[src/rtl/iupr_pkg.sv]
// Types and constants for the IPv4/UDP receive parser.
// Depends on nothing; used by the parser modules, the top level and the checker.
`default_nettype none

package iupr_pkg;

   localparam int unsigned MaxPacketBytesDefault = 65535;
   localparam int unsigned CountWidth = 16;

   localparam logic [3:0] IpVersion = 4'd4;
   localparam logic [7:0] UdpProto  = 8'd17;
   localparam logic [5:0] IpHdrMin  = 6'd20;
   localparam logic [4:0] UdpHdr    = 5'd8;

   typedef enum logic [2:0] {
      STATUS_OK             = 3'd0,
      STATUS_SHORT_HEADER   = 3'd1,
      STATUS_BAD_VERSION    = 3'd2,
      STATUS_NOT_UDP        = 3'd3,
      STATUS_BAD_IHL        = 3'd4,
      STATUS_SHORT_UDP      = 3'd5,
      STATUS_BAD_UDP_LENGTH = 3'd6,
      STATUS_TRUNCATED      = 3'd7
   } status_type;

   typedef enum logic {
      KIND_PAYLOAD = 1'b0,
      KIND_SUMMARY = 1'b1
   } kind_type;

   typedef struct packed {
      kind_type    kind;
      logic [7:0]  payload_byte;
      logic        last_of_run;
      status_type  status;
      logic [31:0] source_address;
      logic [31:0] destination_address;
      logic [15:0] source_port;
      logic [15:0] destination_port;
      logic [15:0] payload_length;
   } result_type;

   // Up to two results caused by one packet byte, in delivery order.
   typedef struct packed {
      logic [1:0] count;
      result_type head_item;
      result_type tail_item;
   } result_pair_type;

endpackage

`default_nettype wire

[src/rtl/iupr_if.sv]
// Valid/ready channel interfaces for packet bytes in and parser results out.
// Depends on nothing outside this file.
`default_nettype none

interface iupr_req_if;
   logic       valid;
   logic       ready;
   logic [7:0] data_byte;
   logic       end_of_packet;

   modport source (output valid, output data_byte, output end_of_packet, input ready);
   modport sink (input valid, input data_byte, input end_of_packet, output ready);
endinterface

interface iupr_rsp_if;
   logic        valid;
   logic        ready;
   logic        kind;
   logic [7:0]  payload_byte;
   logic        last_of_run;
   logic [2:0]  status;
   logic [31:0] source_address;
   logic [31:0] destination_address;
   logic [15:0] source_port;
   logic [15:0] destination_port;
   logic [15:0] payload_length;

   modport source (
      output valid, output kind, output payload_byte, output last_of_run,
      output status, output source_address, output destination_address,
      output source_port, output destination_port, output payload_length,
      input ready
   );
   modport sink (
      input valid, input kind, input payload_byte, input last_of_run,
      input status, input source_address, input destination_address,
      input source_port, input destination_port, input payload_length,
      output ready
   );
endinterface

`default_nettype wire

[src/rtl/iupr_parse.sv]
// Byte counter, header field capture, payload forwarding and status decode.
// Depends on iupr_pkg.
`default_nettype none

module iupr_parse
   import iupr_pkg::*;
#(
   parameter int unsigned MAX_PACKET_BYTES = MaxPacketBytesDefault
) (
   input  logic            clock,
   input  logic            reset,
   input  logic            commit,
   input  logic [7:0]      data_byte,
   input  logic            end_of_packet,
   output result_pair_type results
);

   logic [CountWidth-1:0] byte_count_ff, byte_count_in;
   logic [7:0]            first_byte_ff, first_byte_in;
   logic [7:0]            protocol_ff, protocol_in;
   logic [15:0]           udp_length_ff, udp_length_in;
   logic [31:0]           src_addr_ff, src_addr_in;
   logic [31:0]           dst_addr_ff, dst_addr_in;
   logic [15:0]           src_port_ff, src_port_in;
   logic [15:0]           dst_port_ff, dst_port_in;

   logic                  live;
   logic [7:0]            fb;
   logic [5:0]            hlen;
   logic [16:0]           pos_x;
   logic [16:0]           hlen_x;
   logic [CountWidth-1:0] count_next;
   logic                  forward;
   logic [16:0]           size_x;
   logic [16:0]           hlen_s_x;
   status_type            status;
   result_type            payload_res;
   result_type            summary_res;

   // Capture fields at their byte positions while the counter has not saturated.
   always_comb begin
      live   = byte_count_ff < CountWidth'(MAX_PACKET_BYTES);
      fb     = (byte_count_ff == '0) ? data_byte : first_byte_ff;
      hlen   = {fb[3:0], 2'b00};
      pos_x  = {1'b0, byte_count_ff};
      hlen_x = {11'd0, hlen};

      first_byte_in = first_byte_ff;
      protocol_in   = protocol_ff;
      udp_length_in = udp_length_ff;
      src_addr_in   = src_addr_ff;
      dst_addr_in   = dst_addr_ff;
      src_port_in   = src_port_ff;
      dst_port_in   = dst_port_ff;

      if (live) begin
         if (pos_x == 17'd0) first_byte_in = data_byte;
         if (pos_x == 17'd9) protocol_in = data_byte;
         if (pos_x >= 17'd12 && pos_x < 17'd16) src_addr_in = {src_addr_ff[23:0], data_byte};
         if (pos_x >= 17'd16 && pos_x < 17'd20) dst_addr_in = {dst_addr_ff[23:0], data_byte};
         if (pos_x == hlen_x) src_port_in = {data_byte, 8'd0};
         if (pos_x == hlen_x + 17'd1) src_port_in = {src_port_ff[15:8], data_byte};
         if (pos_x == hlen_x + 17'd2) dst_port_in = {data_byte, 8'd0};
         if (pos_x == hlen_x + 17'd3) dst_port_in = {dst_port_ff[15:8], data_byte};
         if (pos_x == hlen_x + 17'd4) udp_length_in = {data_byte, 8'd0};
         if (pos_x == hlen_x + 17'd5) udp_length_in = {udp_length_ff[15:8], data_byte};
      end

      forward = live && (first_byte_in[7:4] == IpVersion) && (protocol_in == UdpProto)
                && (hlen >= IpHdrMin) && (pos_x >= hlen_x + 17'(UdpHdr))
                && (pos_x < hlen_x + {1'b0, udp_length_in});

      count_next    = live ? byte_count_ff + CountWidth'(1) : byte_count_ff;
      byte_count_in = end_of_packet ? '0 : count_next;
   end

   // Summary status: the first failing check wins.
   always_comb begin
      size_x   = {1'b0, count_next};
      hlen_s_x = {11'd0, first_byte_in[3:0], 2'b00};
      if (size_x < 17'(IpHdrMin)) begin
         status = STATUS_SHORT_HEADER;
      end else if (first_byte_in[7:4] != IpVersion) begin
         status = STATUS_BAD_VERSION;
      end else if (protocol_in != UdpProto) begin
         status = STATUS_NOT_UDP;
      end else if (hlen_s_x < 17'(IpHdrMin)) begin
         status = STATUS_BAD_IHL;
      end else if (size_x < hlen_s_x + 17'(UdpHdr)) begin
         status = STATUS_SHORT_UDP;
      end else if (udp_length_in < 16'(UdpHdr)) begin
         status = STATUS_BAD_UDP_LENGTH;
      end else if (hlen_s_x + {1'b0, udp_length_in} > size_x) begin
         status = STATUS_TRUNCATED;
      end else begin
         status = STATUS_OK;
      end
   end

   // Build the forwarded byte and the summary; the summary always comes last.
   always_comb begin
      payload_res              = '0;
      payload_res.kind         = KIND_PAYLOAD;
      payload_res.payload_byte = data_byte;
      payload_res.last_of_run  = !end_of_packet;
      payload_res.status       = STATUS_OK;

      summary_res             = '0;
      summary_res.kind        = KIND_SUMMARY;
      summary_res.last_of_run = 1'b1;
      summary_res.status      = status;
      if (status == STATUS_OK) begin
         summary_res.source_address      = src_addr_in;
         summary_res.destination_address = dst_addr_in;
         summary_res.source_port         = src_port_in;
         summary_res.destination_port    = dst_port_in;
         summary_res.payload_length      = udp_length_in - 16'(UdpHdr);
      end

      results.count     = {1'b0, forward} + {1'b0, end_of_packet};
      results.head_item = forward ? payload_res : summary_res;
      results.tail_item = summary_res;
   end

   // State advances once per byte taken from the input register.
   always_ff @(posedge clock) begin
      if (reset) begin
         byte_count_ff <= '0;
         first_byte_ff <= '0;
         protocol_ff   <= '0;
         udp_length_ff <= '0;
         src_addr_ff   <= '0;
         dst_addr_ff   <= '0;
         src_port_ff   <= '0;
         dst_port_ff   <= '0;
      end else if (commit) begin
         byte_count_ff <= byte_count_in;
         first_byte_ff <= first_byte_in;
         protocol_ff   <= protocol_in;
         udp_length_ff <= udp_length_in;
         src_addr_ff   <= src_addr_in;
         dst_addr_ff   <= dst_addr_in;
         src_port_ff   <= src_port_in;
         dst_port_ff   <= dst_port_in;
      end
   end

endmodule

`default_nettype wire

[src/rtl/iupr_rsp_buf.sv]
// Two-entry result buffer that takes up to two results in one cycle.
// Depends on iupr_pkg.
`default_nettype none

module iupr_rsp_buf
   import iupr_pkg::*;
(
   input  logic            clock,
   input  logic            reset,
   input  logic            push,
   input  result_pair_type pair,
   output logic            can_take,
   output logic            out_valid,
   input  logic            out_ready,
   output result_type      out_item
);

   logic [1:0] count_ff, count_in;
   result_type head_ff, head_in;
   result_type tail_ff, tail_in;
   logic       pop;
   logic [1:0] remain;
   logic [1:0] push_n;

   // Room check counts the entry leaving this cycle.
   always_comb begin
      pop      = (count_ff != 2'd0) && out_ready;
      remain   = count_ff - {1'b0, pop};
      can_take = ({1'b0, remain} + {1'b0, pair.count}) <= 3'd2;
      push_n   = push ? pair.count : 2'd0;
      count_in = remain + push_n;
   end

   // Shift the tail forward on a transfer, then append new results.
   always_comb begin
      head_in = head_ff;
      tail_in = tail_ff;
      case (remain)
         2'd0: begin
            head_in = pair.head_item;
            tail_in = pair.tail_item;
         end
         2'd1: begin
            head_in = pop ? tail_ff : head_ff;
            tail_in = pair.head_item;
         end
         default: begin
            head_in = head_ff;
            tail_in = tail_ff;
         end
      endcase
   end

   always_ff @(posedge clock) begin
      if (reset) begin
         count_ff <= '0;
      end else begin
         count_ff <= count_in;
      end
   end

   always_ff @(posedge clock) begin
      head_ff <= head_in;
      tail_ff <= tail_in;
   end

   assign out_valid = count_ff != 2'd0;
   assign out_item  = head_ff;

endmodule

`default_nettype wire

[src/rtl/ipv4_udp_receive_parser.sv]
// Top level of the IPv4/UDP receive parser.
// Depends on iupr_pkg, iupr_if, iupr_parse and iupr_rsp_buf.
//
//   Channel    Direction  Carries
//   req_chan   in         one packet byte, end-of-packet flag
//   rsp_chan   out        forwarded payload byte or end-of-packet summary
//
// One byte is taken per cycle while the buffer has room; a byte is held in the
// input register and its results are then registered in a two-entry output buffer.
// A final byte inside the payload range makes two results, which leave the
// buffer in turn; the input register waits only while the buffer lacks room.
// Reset is synchronous and clears the byte counter, captures and buffers.
// A stalled result side backs up through the buffer to req_chan.ready.
`default_nettype none

module ipv4_udp_receive_parser
   import iupr_pkg::*;
#(
   parameter int unsigned MAX_PACKET_BYTES = MaxPacketBytesDefault
) (
   input  logic       clock,
   input  logic       reset,
   iupr_req_if.sink   req_chan,
   iupr_rsp_if.source rsp_chan
);

   logic            in_valid_ff, in_valid_in;
   logic [7:0]      in_byte_ff;
   logic            in_eop_ff;
   logic            req_xfer;
   logic            advance;
   logic            can_take;
   result_pair_type pair;
   result_type      out_item;

   // The held byte moves on when the buffer has room for all its results.
   assign advance        = in_valid_ff && can_take;
   assign req_chan.ready = !in_valid_ff || advance;
   assign req_xfer       = req_chan.valid && req_chan.ready;

   always_comb begin
      if (req_xfer) begin
         in_valid_in = 1'b1;
      end else if (advance) begin
         in_valid_in = 1'b0;
      end else begin
         in_valid_in = in_valid_ff;
      end
   end

   always_ff @(posedge clock) begin
      if (reset) begin
         in_valid_ff <= 1'b0;
      end else begin
         in_valid_ff <= in_valid_in;
      end
   end

   always_ff @(posedge clock) begin
      if (req_xfer) begin
         in_byte_ff <= req_chan.data_byte;
         in_eop_ff  <= req_chan.end_of_packet;
      end
   end

   iupr_parse #(
      .MAX_PACKET_BYTES(MAX_PACKET_BYTES)
   ) u_parse (
      .clock         (clock),
      .reset         (reset),
      .commit        (advance),
      .data_byte     (in_byte_ff),
      .end_of_packet (in_eop_ff),
      .results       (pair)
   );

   iupr_rsp_buf u_rsp_buf (
      .clock     (clock),
      .reset     (reset),
      .push      (advance),
      .pair      (pair),
      .can_take  (can_take),
      .out_valid (rsp_chan.valid),
      .out_ready (rsp_chan.ready),
      .out_item  (out_item)
   );

   // Result channel payload.
   assign rsp_chan.kind                = out_item.kind;
   assign rsp_chan.payload_byte        = out_item.payload_byte;
   assign rsp_chan.last_of_run         = out_item.last_of_run;
   assign rsp_chan.status              = out_item.status;
   assign rsp_chan.source_address      = out_item.source_address;
   assign rsp_chan.destination_address = out_item.destination_address;
   assign rsp_chan.source_port         = out_item.source_port;
   assign rsp_chan.destination_port    = out_item.destination_port;
   assign rsp_chan.payload_length      = out_item.payload_length;

endmodule

`default_nettype wire

[src/flat_wrapper.sv]
// flat-port wrapper written by rule: the top's interface ports become plain ports
module ipv4_udp_receive_parser_flat import iupr_pkg::*;
#(
   parameter int unsigned MAX_PACKET_BYTES = MaxPacketBytesDefault
)
  (clock, reset, req_chan_valid, req_chan_data_byte, req_chan_end_of_packet, req_chan_ready, rsp_chan_valid, rsp_chan_kind, rsp_chan_payload_byte, rsp_chan_last_of_run, rsp_chan_status, rsp_chan_source_address, rsp_chan_destination_address, rsp_chan_source_port, rsp_chan_destination_port, rsp_chan_payload_length, rsp_chan_ready);
  iupr_req_if req_chan_i ();
  iupr_rsp_if rsp_chan_i ();
  input  logic clock;
  input  logic reset;
  input wire logic [$bits(req_chan_i.valid)-1:0] req_chan_valid;
  input wire logic [$bits(req_chan_i.data_byte)-1:0] req_chan_data_byte;
  input wire logic [$bits(req_chan_i.end_of_packet)-1:0] req_chan_end_of_packet;
  output wire logic [$bits(req_chan_i.ready)-1:0] req_chan_ready;
  output wire logic [$bits(rsp_chan_i.valid)-1:0] rsp_chan_valid;
  output wire logic [$bits(rsp_chan_i.kind)-1:0] rsp_chan_kind;
  output wire logic [$bits(rsp_chan_i.payload_byte)-1:0] rsp_chan_payload_byte;
  output wire logic [$bits(rsp_chan_i.last_of_run)-1:0] rsp_chan_last_of_run;
  output wire logic [$bits(rsp_chan_i.status)-1:0] rsp_chan_status;
  output wire logic [$bits(rsp_chan_i.source_address)-1:0] rsp_chan_source_address;
  output wire logic [$bits(rsp_chan_i.destination_address)-1:0] rsp_chan_destination_address;
  output wire logic [$bits(rsp_chan_i.source_port)-1:0] rsp_chan_source_port;
  output wire logic [$bits(rsp_chan_i.destination_port)-1:0] rsp_chan_destination_port;
  output wire logic [$bits(rsp_chan_i.payload_length)-1:0] rsp_chan_payload_length;
  input wire logic [$bits(rsp_chan_i.ready)-1:0] rsp_chan_ready;
  assign req_chan_i.valid = req_chan_valid;
  assign req_chan_i.data_byte = req_chan_data_byte;
  assign req_chan_i.end_of_packet = req_chan_end_of_packet;
  assign req_chan_ready = req_chan_i.ready;
  assign rsp_chan_valid = rsp_chan_i.valid;
  assign rsp_chan_kind = rsp_chan_i.kind;
  assign rsp_chan_payload_byte = rsp_chan_i.payload_byte;
  assign rsp_chan_last_of_run = rsp_chan_i.last_of_run;
  assign rsp_chan_status = rsp_chan_i.status;
  assign rsp_chan_source_address = rsp_chan_i.source_address;
  assign rsp_chan_destination_address = rsp_chan_i.destination_address;
  assign rsp_chan_source_port = rsp_chan_i.source_port;
  assign rsp_chan_destination_port = rsp_chan_i.destination_port;
  assign rsp_chan_payload_length = rsp_chan_i.payload_length;
  assign rsp_chan_i.ready = rsp_chan_ready;
  ipv4_udp_receive_parser #(.MAX_PACKET_BYTES(MAX_PACKET_BYTES)) u_core (.clock(clock), .reset(reset), .req_chan(req_chan_i), .rsp_chan(rsp_chan_i));
endmodule
[config.mk]
export PLATFORM = sky130hd
export DESIGN_NAME = ipv4_udp_receive_parser_flat
export DESIGN_NICKNAME = d
export VERILOG_FILES = /design/src/rtl/iupr_pkg.sv /design/src/rtl/iupr_if.sv /design/src/rtl/iupr_parse.sv /design/src/rtl/iupr_rsp_buf.sv /design/src/rtl/ipv4_udp_receive_parser.sv /design/src/flat_wrapper.sv
export SDC_FILE = /design/constraint.sdc
export NUM_CORES = 1
export LEC_CHECK = 0
export BUFFER_PORTS_ARGS = -buffer_cell sky130_fd_sc_hd__buf_2
export CORE_MARGIN = 10
export CORE_UTILIZATION = 45
export CTS_CLUSTER_SIZE = 24
export DETAILED_ROUTE_END_ITERATION = 6
export HOLD_SLACK_MARGIN = 0.03
export MAX_ROUTING_LAYER = met4
export PLACE_DENSITY = 0.59
export SKIP_CTS_REPAIR_TIMING = 1
export SYNTH_ARGS = -nofsm -noshare
export SYNTH_HDL_FRONTEND = slang
export SYNTH_SLANG_ARGS = --single-unit
[constraint.sdc]
create_clock -name clock -period 14 [get_ports clock]
set_input_delay 1.4 -clock clock [delete_from_list [all_inputs] [get_ports clock]]
set_output_delay 1.4 -clock clock [all_outputs]
set_load 0.01 [all_outputs]
[Yosys cells after proc, flatten, opt, wreduce, memory -nomap -nowiden]
Index checks and enable logic that the tools add are counted.
Word-level totals
  register bits: 406
  input port bits: 13
Operators by class
  add/sub/neg operators: 15
  equality and inequality tests: 13
  magnitude comparators: 14
  reductions and logical operators: 20
  multiplexer cells: 34
Operator list (count)
  one-hot mux 125 bit (2 select lines): 2
  two-way mux 125 bit: 2
  two-way mux 16 bit: 11
  two-way mux 32 bit: 4
  two-way mux 112 bit: 1
  equality test 16 x 7 -> 1 bit: 5
  < comparator 16 x 5 -> 1 bit (second input constant): 3
  adder 6 x 16 -> 17 bit: 2
  two-way mux 8 bit: 4
  two-way mux 3 bit: 7
  > comparator 17 x 16 -> 1 bit: 1
  < comparator 16 x 17 -> 1 bit: 1
  adder 16 x 1 -> 16 bit (second input constant): 1
  equality test 16 x 4 -> 1 bit (second input constant): 1
  equality test 16 x 6 -> 1 bit: 1
  greater-or-equal comparator 16 x 4 -> 1 bit (second input constant): 1
  greater-or-equal comparator 16 x 5 -> 1 bit (second input constant): 1
  greater-or-equal comparator 16 x 7 -> 1 bit: 1
  logical NOT 16 bit: 1
  < comparator 16 bit (second input constant): 1
  < comparator 16 x 4 -> 1 bit (second input constant): 1
  < comparator 16 x 7 -> 1 bit: 1
  subtractor 16 x 4 -> 16 bit (second input constant): 1
  adder 6 x 2 -> 7 bit (second input constant): 2
  other kinds (25): 40

[Logic depth before layout (Yosys ltp)]
  word-level depth: 20
  depth in mapped cells: 48

[By module]
From an unflattened synthesis, not the netlist that was laid out.
Second synthesis, totals
  cells, all modules: 2226
  area total of the unflattened synthesis: 23357.4 sq um
Modules (own cells, without submodules)
  iupr_rsp_buf: times used 1, area each 11766.3 sq um, cells each 550
  iupr_parse: times used 1, area each 11258.3 sq um, cells each 1661
  ipv4_udp_receive_parser: times used 1, area each 332.8 sq um, cells each 15

[Least setup slack after synthesis]
No wires, ideal clock.
  path kind: reg-to-output
  start: reg u_core.u_parse.byte_count_ff[8]
  end: out req_chan_ready
  arrival time: 8800 ps
  cell stages (with the launch flop): 43
  setup slack: 3800 ps
  cells stage by stage: dfxtp_1 buf_6 nor4_2 nand3_1 clkbuf_1 nor2_1 mux2i_1 inv_1 ha_1 nand3b_1 o21ai_0 nor3_1 nor3_1 or3_1 and4_1 clkbuf_1 a22oi_1 inv_1 [7 not listed] nand3b_1 o21ai_0 xnor2_1 ha_1 nand2_1 nor2_1 a221oi_1 o21ai_0 o21ai_0 or3b_2 a21oi_1 clkbuf_1 clkbuf_1 ha_1 ha_1 fa_1 a21oi_1 nand2b_1
Between the ends
  cells in the longest elaborated chain, start to end: 15
  elaborated cells between the ends (all ways): 31
  those cells by class: add/sub (6); order compare (5); eq/ne (5); mux (7); reduce/logical (8)
RTL lines
  start, declared: RTL line iupr_parse.sv:18  | logic [CountWidth-1:0] byte_count_ff, byte_count_in;
  start signal, assigned: RTL line iupr_parse.sv:137  | byte_count_ff <= byte_count_in;
  logical NOT 16 bit: RTL line iupr_parse.sv:43  | fb = (byte_count_ff == '0) ? data_byte : first_byte_ff;
  two-way mux 8 bit: RTL line iupr_parse.sv:57  | if (pos_x == 17'd0) first_byte_in = data_byte;
  adder 6 x 3 -> 7 bit: RTL line iupr_parse.sv:65  | if (pos_x == hlen_x + 17'd4) udp_length_in = {data_byte, 8'd0};
  equality test 16 x 7 -> 1 bit: RTL line iupr_parse.sv:65
  two-way mux 16 bit: RTL line iupr_parse.sv:65
  two-way mux 16 bit: RTL line iupr_parse.sv:66  | if (pos_x == hlen_x + 17'd5) udp_length_in = {udp_length_ff[15:8], data_byte};
  two-way mux 16 bit *: RTL line iupr_parse.sv:56  | if (live) begin
  via u_core.u_parse.udp_length_in[3]: RTL line iupr_parse.sv:21  | logic [15:0] udp_length_ff, udp_length_in;
  adder 6 x 16 -> 17 bit *: RTL line iupr_parse.sv:71  | && (pos_x < hlen_x + {1'b0, udp_length_in});
  < comparator 16 x 17 -> 1 bit *: RTL line iupr_parse.sv:71
  logical AND 1 bit *: RTL line iupr_parse.sv:71
  adder 1 x 1 -> 2 bit *: RTL line iupr_parse.sv:120  | results.count = {1'b0, forward} + {1'b0, end_of_packet};
  adder 2 x 2 -> 3 bit *: RTL line iupr_rsp_buf.sv:29  | can_take = ({1'b0, remain} + {1'b0, pair.count}) <= 3'd2;
  less-or-equal comparator 3 x 2 -> 1 bit *: RTL line iupr_rsp_buf.sv:29
  logical AND 1 bit *: RTL line ipv4_udp_receive_parser.sv:37  | assign advance = in_valid_ff && can_take;
  logical OR 1 bit *: RTL line ipv4_udp_receive_parser.sv:38  | assign req_chan.ready = !in_valid_ff || advance;
  end, declared: RTL line flat_wrapper.sv:14  | output wire logic [$bits(req_chan_i.ready)-1:0] req_chan_ready;
Mark *: on every way through the listed nets, which the timed path passes. The rest lies on a longest branch.

[Final worst setup path]
  start: reg u_core.u_parse.byte_count_ff[15]
  end: out req_chan_ready
Same word-level chain as after synthesis.

==> out/metrics.csv <==
stage;metric;value;unit
outcome;outcome;finished clean;
worst_setup_path;Crit path top cell by count;ha_1;
min_path;Hold Path End;u_core.u_parse.dst_addr_ff[27]$_SDFFE_PP0N_;
floorplan;Core Region;0.0442;sq mm
route;via count;14600;
cells_and_area;Total Nets Final;2131;
placed_design;worst slack, placed;2350;ps
logic_synthesis;synth unique cells;75;
route;DRC;0;
clocking;CTS sink count;406;
grt;first-pass GRT wire length;82800;um
floorplan;Die Span X;232;um
floorplan;# IOs;140;
timing;Hold Vio Cnt, Final;0;
clocking;CTS tree;built;
power_and_ir_drop;Overall Power;4.47;mW
clocking;CTS H-tree depth;2;
timing;fin crit share;0.878;
floorplan;Core Rows;77;
logic_synthesis;Net Count, Synth;2055;
worst_setup_path;Setup crit end kind;output port;
route;DR iter-0 viols;1176;
power_and_ir_drop;Leak;8.15;nW
logic_synthesis;Synth Register Bits;406;
logic_synthesis;Post-synth EDFFs;259;
min_path;worst hold path depth;2;
grt;pin count of the biggest net entering global routing;108;
logic_synthesis;post-synthesis area per instance;10.2;sq um
power_and_ir_drop;Comb power frac;0.315;
placed_design;placed instance area;0.0212;sq mm
placed_design;gpl congestion;0.965;
grt;met2 global-route usage;0.318;
timing;RSZ-0062 raised after global routing;no;
placed_design;PortBufs;139;
cells_and_area;area grow syn2layout;12.6;%
timing;Slew headroom;0.240;
worst_setup_path;Crit Reg-Reg Endpoint;u_core.u_parse.src_addr_ff[15]$_SDFFE_PP0N_;
floorplan;die height;232;um
worst_setup_path;Crit Reg-Reg Startpoint;u_core.u_parse.byte_count_ff[15]$_SDFFE_PP0N_;
logic_synthesis;Synth Cell Area;0.0202;sq mm
worst_setup_path;R2R setup slack;2180;ps
grt;vias in the first global route;14200;
power_and_ir_drop;Psw;1.60;mW
timing;min Tclk post-route;12290;ps
grt;initial antenna violation count;0;
timing;Worst Skew;15.6;ps
worst_setup_path;worst path arrival time;10890;ps
timing;Worst-Margin Slew;1140;ps
timing;fmax;81.3;MHz
worst_setup_path;crit path launch;u_core.u_parse.byte_count_ff[15]$_SDFFE_PP0N_;
cells_and_area;Finished Cell Area;0.0227;sq mm
run;max cap viols;0;
grt;GRT Residual Overflow;0;
power_and_ir_drop;worst vdd ir;0.190;mV
logic_synthesis;synth warn;0;
logic_synthesis;Syn Inst Count;1976;
floorplan;die area;0.0537;sq mm
timing;Setup Total Neg Slack;0;ps
grt;GR peak layer;met2;
clocking;total CTS buffers;44;
worst_setup_path;Worst path max stage delay;680;ps
worst_setup_path;crit path launch type;register;
logic_synthesis;Seq/Total Area, Yosys;0.532;
power_and_ir_drop;sequential power share;0.421;
grt;met1 usage;0.257;
timing;final worst slack;1710;ps
route;First-pass DRT Iterations;5;
clocking;CTS Buffer Depth;3;
timing;Setup violations, final;0;
worst_setup_path;Worst path slowest cell;nor2_1;
worst_setup_path;cells on worst reg2reg path;43;
grt;met3 track demand over resource;0.0301;
cells_and_area;most frequent cells in the layout;nand2_1, edfxtp_1, nor2_1, dfxtp_1, buf_2;
logic_synthesis;Post-synth ARST share;0;
clocking;Reg clk slew, reported paths;60;ps
power_and_ir_drop;switching part of the total power;0.358;
cells_and_area;final core utilization;0.514;
placed_design;DP HPWL;35200;um
logic_synthesis;Post-synth top flop;edfxtp_1;
route;DRT antenna net count;0;
clocking;Clock Latency Late Sink;570;ps
cells_and_area;FILL cells;3980;
cells_and_area;most common cell after layout, fill and taps aside;nand2_1;
min_path;hold_sp;u_core.u_parse.dst_addr_ff[27]$_SDFFE_PP0N_;
power_and_ir_drop;internal power;2.87;mW
timing;max-slew violation count;0;
route;Avg Vias per Cell;5.44;
floorplan;Initial Util;0.456;
min_path;Hold WC Path Type;register to register;
cells_and_area;antenna diode count;0;
clocking;Root Buffer Master;clkbuf_16;
power_and_ir_drop;Power Dens Cells;197;mW/mm^2
power_and_ir_drop;clock power share;0.265;
worst_setup_path;worst endpoint required time;12600;ps
worst_setup_path;Crit Path Max Fanout;22;
grt;total track usage;0.198;
route;WL final;52200;um
route;Avg WL per Cell;19.5;um
worst_setup_path;WS Path Type;register to output port;
cells_and_area;share of cells above drive strength 1;0.163;
[Yosys cell counts (all sizes together), types with 4 or more instances]
cell type / n / area share
xor2: 14 / 0.0061
or2: 5 / 0.0016
and4: 8 / 0.0035
dfxtp: 147 / 0.15
o21ai: 148 / 0.037
a21oi: 130 / 0.033
nor4: 13 / 0.0050
nand2b: 11 / 0.0034
a22oi: 29 / 0.011
a21o: 10 / 0.0037
a31oi: 6 / 0.0019
nor2b: 6 / 0.0019
a211oi: 31 / 0.012
and2: 16 / 0.0050
inv: 42 / 0.0078
o21a: 4 / 0.0015
nand3: 32 / 0.0082
o31ai: 4 / 0.0017
nor3: 18 / 0.0045
or3: 9 / 0.0028
nand3b: 6 / 0.0022
nor2: 229 / 0.072
clkbuf: 112 / 0.021
o2111ai: 4 / 0.0017
mux2i: 101 / 0.050
buf: 24 / 0.011
mux2: 4 / 0.0022
edfxtp: 259 / 0.39
ha: 63 / 0.039
and3: 20 / 0.0062
nand4: 18 / 0.0056
nand2: 371 / 0.069
xnor2: 44 / 0.019
[through the flow]
stage               hold slack [ps]  instances
CTS                             452       2680
global placement                438       2598
floorplan                       427       1976
finish                          452       2680
global route                    470       2680
detailed placement              444       2598
[sequential cells by signal, summed over array words and instances, names as in the netlist]
| register | flops |
|---|---|
| u_core.u_rsp_buf.out_item | 125 |
| u_core.u_parse.dst_addr_ff | 32 |
| u_core.in_eop_ff | 1 |
| u_core.in_valid_ff | 1 |
| u_core.in_byte_ff | 8 |
| u_core.u_rsp_buf.count_ff | 2 |
| u_core.u_rsp_buf.tail_ff | 125 |
| u_core.u_parse.protocol_ff | 8 |
| u_core.u_parse.src_port_ff | 16 |
| u_core.u_parse.src_addr_ff | 32 |
| u_core.u_parse.byte_count_ff | 16 |
| u_core.u_parse.udp_length_ff | 16 |
| u_core.u_parse.first_byte_ff | 8 |
| u_core.u_parse.dst_port_ff | 16 |
[worst max-delay path: cells and delay by family, from the launching register on]
kind                       cells  cell delay (ps)
DFF                            1              400
muxes                          1              520
buffers and inverters          5              950
AOI/OAI and AO/OA             11             2200
xor gates and xnor gates       2              360
adders and majority gates      6             1790
and+or+nand+nor               14             4060
[power groups by stage]
stage               Combinational, mW  Clock (mW)  Sequential [mW]
floorplan                       0.827           0             2.08
global placement                 1.42           0             1.90
detailed placement               1.44           0             1.91
CTS                              1.44        1.22             1.89
global route                     1.57        1.25             1.91
finish                           1.41        1.18             1.88
[cells by family after synthesis]
kind of cell               synth area share
adders and majority gates            0.0421
DFF                                   0.532
muxes                                0.0524
AOI/OAI and AO/OA                     0.113
buffers and inverters                0.0393
xor gates and xnor gates             0.0252
and+or+nand+nor                       0.196
[worst max-delay path by stage]
stage               slack [ps]                                           to
floorplan                 3800                               req_chan_ready
global placement          2760   u_core.u_parse.src_addr_ff[0]$_SDFFE_PP0N_
detailed placement        2350  u_core.u_parse.src_addr_ff[15]$_SDFFE_PP0N_
CTS                       1810                               req_chan_ready
global route               770                               req_chan_ready
finish                    1710                               req_chan_ready
[final cells by class]
class / instances / area, sq um / share of cell area
Clock inverter: 15 / 165 / 0.00727
Clock buffer: 67 / 1320 / 0.0581
Inverter: 42 / 160 / 0.00705
Sequential cell: 406 / 10700 / 0.472
Timing Repair Buffer: 166 / 913 / 0.0402
Tap cell: 592 / 741 / 0.0326
Multi-Input combinational cell: 1392 / 8690 / 0.383
[routing by layer]
layer | up-vias | wire length (um)
met5 | - | 0
met4 | 0 | 1120
met3 | 79 | 2460
met2 | 325 | 25200
met1 | 7056 | 23500
li1 | 7114 | -
Note: power is estimated with default switching activity, not from simulation.
